===== src/hw/rtl/erm_pkg.sv =====
// Package for the Euler rotation matrix generator.
// Holds the CORDIC constants, register index codes and the product schedule.
// No dependencies.
`default_nettype none

package erm_pkg;

   // Configuration register indexes
   localparam int CSR_INDEX_BITS = 3;
   typedef enum logic [CSR_INDEX_BITS-1:0] {
      CSR_START_X = 3'd0,
      CSR_START_Y = 3'd1,
      CSR_START_Z = 3'd2,
      CSR_STEP_X  = 3'd3,
      CSR_STEP_Y  = 3'd4,
      CSR_STEP_Z  = 3'd5
   } csr_index_type;

   // CORDIC: Q1.30 datapath, 30 rotations
   localparam int CORDIC_STEPS = 30;
   localparam int CORDIC_IT_BITS = 5;
   localparam int TRIG_BITS = 32;
   localparam int ACC_BITS = 34;
   localparam logic signed [TRIG_BITS-1:0] CORDIC_GAIN = 32'sd652032874;
   localparam logic signed [ACC_BITS-1:0] Q30_ONE = 34'sd1073741824;

   // arctan(2^-i) as a fraction of a full turn, scaled by 2^32
   function automatic logic [31:0] atan_turn(input logic [CORDIC_IT_BITS-1:0] i);
      logic [31:0] a;
      begin
         case (i)
            5'd0: a = 32'h20000000;
            5'd1: a = 32'h12E4051E;
            5'd2: a = 32'h09FB385B;
            5'd3: a = 32'h051111D4;
            5'd4: a = 32'h028B0D43;
            5'd5: a = 32'h0145D7E1;
            5'd6: a = 32'h00A2F61E;
            5'd7: a = 32'h00517C55;
            5'd8: a = 32'h0028BE53;
            5'd9: a = 32'h00145F2F;
            5'd10: a = 32'h000A2F98;
            5'd11: a = 32'h000517CC;
            5'd12: a = 32'h00028BE6;
            5'd13: a = 32'h000145F3;
            5'd14: a = 32'h0000A2FA;
            5'd15: a = 32'h0000517D;
            5'd16: a = 32'h000028BE;
            5'd17: a = 32'h0000145F;
            5'd18: a = 32'h00000A30;
            5'd19: a = 32'h00000518;
            5'd20: a = 32'h0000028C;
            5'd21: a = 32'h00000146;
            5'd22: a = 32'h000000A3;
            5'd23: a = 32'h00000051;
            5'd24: a = 32'h00000029;
            5'd25: a = 32'h00000014;
            5'd26: a = 32'h0000000A;
            5'd27: a = 32'h00000005;
            5'd28: a = 32'h00000003;
            5'd29: a = 32'h00000001;
            default: a = 32'h00000000;
         endcase
         return a;
      end
   endfunction

   // Product schedule: operands, destination and how the product is applied
   typedef enum logic [2:0] {
      OP_SX, OP_CX, OP_SY, OP_CY, OP_SZ, OP_CZ, OP_SS, OP_SC
   } operand_type;

   typedef enum logic [3:0] {
      DST_SS, DST_SC, DST_M00, DST_M01, DST_M02,
      DST_M10, DST_M11, DST_M12, DST_M21, DST_M22
   } dest_type;

   typedef enum logic [1:0] {
      MODE_SET, MODE_ADD, MODE_SUB, MODE_NEG
   } mode_type;

   typedef struct packed {
      operand_type src_a;
      operand_type src_b;
      dest_type    dst;
      mode_type    mode;
   } sched_type;

   localparam int MUL_STEPS = 14;
   localparam int MUL_STEP_BITS = 4;

   function automatic sched_type mul_sched(input logic [MUL_STEP_BITS-1:0] s);
      sched_type e;
      begin
         case (s)
            4'd0:  e = '{OP_SY, OP_SX, DST_SS,  MODE_SET};
            4'd1:  e = '{OP_SY, OP_CX, DST_SC,  MODE_SET};
            4'd2:  e = '{OP_CZ, OP_CY, DST_M00, MODE_SET};
            4'd3:  e = '{OP_CZ, OP_SS, DST_M01, MODE_SET};
            4'd4:  e = '{OP_SZ, OP_CX, DST_M01, MODE_ADD};
            4'd5:  e = '{OP_CZ, OP_SC, DST_M02, MODE_SET};
            4'd6:  e = '{OP_SZ, OP_SX, DST_M02, MODE_SUB};
            4'd7:  e = '{OP_SZ, OP_CY, DST_M10, MODE_NEG};
            4'd8:  e = '{OP_SZ, OP_SS, DST_M11, MODE_NEG};
            4'd9:  e = '{OP_CZ, OP_CX, DST_M11, MODE_ADD};
            4'd10: e = '{OP_SZ, OP_SC, DST_M12, MODE_NEG};
            4'd11: e = '{OP_CZ, OP_SX, DST_M12, MODE_SUB};
            4'd12: e = '{OP_CY, OP_SX, DST_M21, MODE_SET};
            4'd13: e = '{OP_CY, OP_CX, DST_M22, MODE_SET};
            default: e = '{OP_SX, OP_SX, DST_SS, MODE_SET};
         endcase
         return e;
      end
   endfunction

endpackage

`default_nettype wire


===== src/hw/rtl/erm_cordic.sv =====
// Iterative rotation-mode CORDIC: one rotation per cycle, sine and cosine in Q1.30.
// Depends on erm_pkg.
`default_nettype none

module erm_cordic #(
   parameter int ANGLE_BITS = 16
) (
   input  wire logic                                  clock,
   input  wire logic                                  reset,
   input  wire logic                                  start,
   input  wire logic [ANGLE_BITS-1:0]                 phase,
   output logic                                       done,
   output logic signed [erm_pkg::TRIG_BITS-1:0]       sin_q,
   output logic signed [erm_pkg::TRIG_BITS-1:0]       cos_q
);
   import erm_pkg::*;

   logic signed [ACC_BITS-1:0] x_ff, x_in, y_ff, y_in, z_ff, z_in;
   logic [CORDIC_IT_BITS-1:0]  it_ff, it_in;
   logic                       busy_ff, busy_in, done_ff, done_in, flip_ff, flip_in;
   logic [31:0]                u, u_rot;
   logic                       flip;
   logic signed [ACC_BITS-1:0] x_sh, y_sh, atan_s;

   // fold the phase into [-90,90) degrees
   assign u     = 32'(phase) << (32 - ANGLE_BITS);
   assign flip  = u[31] ^ u[30];
   assign u_rot = {u[31] ^ flip, u[30:0]};

   assign x_sh   = x_ff >>> it_ff;
   assign y_sh   = y_ff >>> it_ff;
   assign atan_s = signed'({2'b00, atan_turn(it_ff)});

   // rotation step
   always_comb begin
      x_in    = x_ff;
      y_in    = y_ff;
      z_in    = z_ff;
      it_in   = it_ff;
      busy_in = busy_ff;
      flip_in = flip_ff;
      done_in = 1'b0;
      if (start) begin
         x_in    = ACC_BITS'(CORDIC_GAIN);
         y_in    = '0;
         z_in    = ACC_BITS'(signed'(u_rot));
         it_in   = '0;
         busy_in = 1'b1;
         flip_in = flip;
      end else if (busy_ff) begin
         if (!z_ff[ACC_BITS-1]) begin
            x_in = x_ff - y_sh;
            y_in = y_ff + x_sh;
            z_in = z_ff - atan_s;
         end else begin
            x_in = x_ff + y_sh;
            y_in = y_ff - x_sh;
            z_in = z_ff + atan_s;
         end
         it_in = it_ff + 1'b1;
         if (it_ff == CORDIC_IT_BITS'(CORDIC_STEPS - 1)) begin
            busy_in = 1'b0;
            done_in = 1'b1;
         end
      end
   end

   always_ff @(posedge clock) begin
      if (reset) begin
         busy_ff <= 1'b0;
         done_ff <= 1'b0;
      end else begin
         busy_ff <= busy_in;
         done_ff <= done_in;
      end
      x_ff    <= x_in;
      y_ff    <= y_in;
      z_ff    <= z_in;
      it_ff   <= it_in;
      flip_ff <= flip_in;
   end

   assign done  = done_ff;
   assign sin_q = TRIG_BITS'(flip_ff ? -y_ff : y_ff);
   assign cos_q = TRIG_BITS'(flip_ff ? -x_ff : x_ff);

endmodule

`default_nettype wire


===== config.mk =====
export PLATFORM = sky130hd
export DESIGN_NAME = erm_cordic
export DESIGN_NICKNAME = d
export VERILOG_FILES = /design/src/hw/rtl/erm_pkg.sv /design/src/hw/rtl/erm_cordic.sv
export SDC_FILE = /design/constraint.sdc
export NUM_CORES = 1
export LEC_CHECK = 0
export ABC_AREA = 1
export BUFFER_PORTS_ARGS = -buffer_cell sky130_fd_sc_hd__buf_2
export CAP_MARGIN = 20
export CORE_MARGIN = 2
export CORE_UTILIZATION = 27
export CTS_BUF_LIST = sky130_fd_sc_hd__clkbuf_16
export DETAILED_ROUTE_END_ITERATION = 7
export PLACE_DENSITY = 0.47
export SLEW_MARGIN = 20
export SYNTH_ARGS = -nofsm -noshare
export SYNTH_HDL_FRONTEND = slang
export SYNTH_SLANG_ARGS = --single-unit

===== constraint.sdc =====
create_clock -name clock -period 4.3 [get_ports clock]
set_clock_uncertainty 0.15 [all_clocks]
set_input_delay 0.43 -clock clock [delete_from_list [all_inputs] [get_ports clock]]
set_output_delay 0.43 -clock clock [all_outputs]
set_load 0.03 [all_outputs]

==> results.py <==
metrics = {
    "logic_synthesis": {
        "syn_nets": 3084,
        "synth-async-reset-ratio": 0,
        "synth-edff-count": 19,
        "synth_ff_type": "dfxtp_1",
        "avgSynthCellArea_um2": 5.953,
        "synth_warnings": 0,
        "yosysUniqueCellTypes": 56,
        "ys_ff_latch": 140,
        "yosysSeqAreaShare": 0.1705,
        "synth_area_um2": 17560,
        "postSynthCellCount": 2949,
    },
    "clock_tree": {
        "cts_buffers": 17,
        "insertion_delay_ns": 0.52,
        "cts_buffer_depth": 2,
        "cts_sinks": 140,
        "cts_tree": "yes",
        "cts-htree-levels": 4,
        "clk_transition_reported_paths_ns": 0.08,
        "cts_root_buf": "clkbuf_16",
    },
    "floorplan": {
        "die_h_um": 259,
        "ios": 84,
        "dieArea_um2": 67080,
        "initial_core_util": 0.2728,
        "core_um2": 64350,
        "std_cell_rows": 93,
        "die_w_um": 259,
    },
    "critical_path": {
        "crit_fanout": 13,
        "worstPathArrival_ns": 4.83,
        "cp-end-kind": "flop",
        "cp_slowest_cell": "dfxtp_4",
        "crit_top_cell": "nand2_1",
        "critical_path_required_ns": 4.56,
        "r2r_cells": 33,
        "critPathKind": "flop to flop",
        "max_stage_delay_ns": 0.38,
        "startpoint_type": "flop",
    },
    "timing": {
        "worst_slack_ns": -0.2690,
        "finalHoldViolCount": 0,
        "worstMarginPinSlew_ns": 0.9358,
        "fin_crit_sh": 1.063,
        "rsz0062_at_grt": "yes",
        "slew_headroom": 0.3761,
        "final-max-slew-violation-count": 0,
        "holdWs_ns": 0.03894,
        "report.final.setup_viol": 16,
        "finalCriticalPeriod_ns": 4.569,
        "max_freq_ghz": 0.2189,
    },
    "power": {
        "leakage_nw": 12.94,
        "ir_drop_v": 0.0004540,
        "power_density_nw_per_um2": 833.8,
    },
    "route": {
        "route.detailed.drc": 0,
        "viasPerCell": 4.851,
        "dr.first_iter.drc_count": 1248,
        "first_pass_iters": 6,
        "routedWlPerCell_um": 16.53,
        "ant_nets": 0,
        "route.vias.total": 21600,
        "wl_mm": 73.61,
    },
    "layout": {
        "final_layout_size_suffix_gt1_frac": 0.3333,
        "finish.utilization": 0.4093,
        "finalNetCount": 3719,
        "n_antenna_cell": 0,
        "syn_to_final_growth_pct": 50.01,
    },
    "global_routing": {
        "grtUsageTotal": 0.2152,
        "grt_pass1_wl_mm": 112.9,
        "grt_overflow": 0,
        "antenna_found_initial": 1,
        "grt_pass1_vias": 20420,
        "grt_max_degree": 59,
    },
    "hold_path": {
        "hold_depth": 3,
        "worst_hold_path_type": "input port to flop",
    },
    "placed_design": {
        "dp_slack_ns": -0.4962,
        "port_buffers": 83,
        "hpwlAfterDp_mm": 57.36,
        "place_congestion": 0.9469,
    },
    "run_status": {
        "violations": "negative setup slack",
        "status": "complete, but fails checks",
    },
    "job": {
        "maxCapViolCount": 0,
    },
}
==> state kept, by name, indices dropped and copies added, names as in the netlist <==
register / cells
flip_ff: 1
done: 1
busy_ff: 1
z_ff: 34
atan_s: 30
x_ff: 34
it_ff: 5
y_ff: 34
==> per-layer routing <==
| metal | vias up | global-route usage | wire length, um |
|---|---|---|---|
| met5 | - | 0 | 0 |
| met4 | 0 | 0.07338 | 2258 |
| met3 | 99 | 0.03251 | 2995 |
| met2 | 434 | 0.3634 | 34880 |
| met1 | 9896 | 0.2784 | 33470 |
| li1 | 11170 | - | - |
==> what timing repair did <==
item                                    4_1_cts  5_1_grt
resized for setup                           221      279
pin swaps                                    69      110
hold buffers                                  1        0
endpoints found under the hold margin         2        0
endpoints found under the setup margin       41       60
gates cloned                                  4        1
setup buffers                                30       32
==> Yosys cell counts (all sizes together), types with 2 or more instances <==
cell,instances,share of area
o21bai,6,0.0026
clkbuf,53,0.011
edfxtp,19,0.032
xor2,137,0.068
a32oi,4,0.0020
buf,69,0.022
dfxtp,121,0.14
nand2,800,0.17
inv,264,0.057
nor4,11,0.0039
a221oi,4,0.0020
a22o,2,0.0010
a2111oi,2,0.0010
or3,2,0.00071
nor2,288,0.064
clkinv,5,0.0011
a22oi,4,0.0017
fa,3,0.0034
and2,2,0.00071
nand3,439,0.13
o31ai,6,0.0026
ha,113,0.081
a21oi,167,0.048
o221ai,4,0.0020
nor3,45,0.016
o211ai,6,0.0026
nor3b,2,0.00085
o21ai,165,0.047
o22ai,38,0.014
a21o,16,0.0068
or2,12,0.0043
o21a,15,0.0064
a21boi,4,0.0017
a31oi,33,0.012
nand4,23,0.0086
xnor2,60,0.030
==> cells by family (layout without fill, tap and decap cells) <==
kind of cell,after synthesis,in the layout,share of synthesized area
simple gates,1624,1624,0.3997
compound gates,481,481,0.1561
buf+inv,391,1039,0.09151
xor+xnor,197,197,0.09828
flops,140,140,0.1705
fa+ha+maj,116,116,0.08395
==> per-stage QoR <==
step | instance area [um^2] | setup TNS (ns) | cells | power (mW)
6_report | 26340 | -1.828 | 4452 | 21.96
5_1_grt | 26340 | -9.136 | 4452 | 23.78
4_1_cts | 24910 | -1.554 | 4421 | 20.27
3_5_place_dp | 23030 | -7.204 | 4354 | 17.41
3_3_place_gp | 23030 | -6.601 | 4354 | 17.43
2_1_floorplan | 17560 | 0 | 2949 | 10.40
==> layout by cell type (no fill, tap or decap), types with 11 or more instances in the layout <==
cell type / synthesis / layout
nand2_1: 785 / 705
buf_4: 6 / 614
nand3_1: 431 / 360
inv_1: 256 / 242
nor2_1: 276 / 232
xor2_1: 137 / 131
a21oi_1: 165 / 120
dfxtp_1: 121 / 114
o21ai_0: 139 / 107
ha_1: 113 / 94
buf_2: 35 / 82
nand2_2: 15 / 78
nand3_2: 8 / 69
xnor2_1: 60 / 54
a21oi_2: 2 / 42
o22ai_1: 38 / 38
nor2_2: 8 / 31
o21ai_1: 24 / 30
o21ai_2: 2 / 27
nor2_4: 4 / 25
nor3_1: 35 / 24
a31oi_1: 33 / 23
nand4_1: 22 / 22
inv_2: 7 / 21
buf_6: 9 / 21
ha_4: 0 / 19
edfxtp_1: 19 / 19
clkbuf_16: 0 / 18
nand2_4: 0 / 17
a21o_1: 16 / 16
o21a_1: 15 / 15
buf_12: 0 / 15
nor3_2: 10 / 11
==> power by group <==
part	switching, mW	internal, mW	total [mW]
Combinational	9.71	8.49	18.2
Sequential	0.474	1.67	2.14
Clock	0.835	0.792	1.63
==> final timing paths <==
| kind | endpoint | from | slack [ns] |
|---|---|---|---|
| setup / recovery | x_ff[33] | it_ff[1] | -0.27 |
| hold reg to reg | z_ff[3] | z_ff[3] | 0.32 |
| setup reg to reg | x_ff[33] | it_ff[1] | -0.27 |
| hold / removal | z_ff[25] | phase[9] | 0.04 |
==> critical path: cells and delay by family (launching register included) <==
family / cells / cell delay, ns
adders and majority gates: 1 / 0.34
DFF: 1 / 0.38
buffers and inverters: 6 / 0.78
xor gates and xnor gates: 1 / 0.18
and+or+nand+nor: 21 / 2.02
AOI/OAI and AO/OA: 4 / 0.58
==> cell type report <==
cell class	count	area (um^2)
Sequential cell	140	3007
Multi-Input combinational cell	2418	14930
Tap cell	855	1070
Clock buffer	17	425.4
Fill cell	6870	38010
Timing Repair Buffer	738	5694
Inverter	269	1027
Clock inverter	15	188.9
Note: power is estimated with default switching activity, not from simulation.
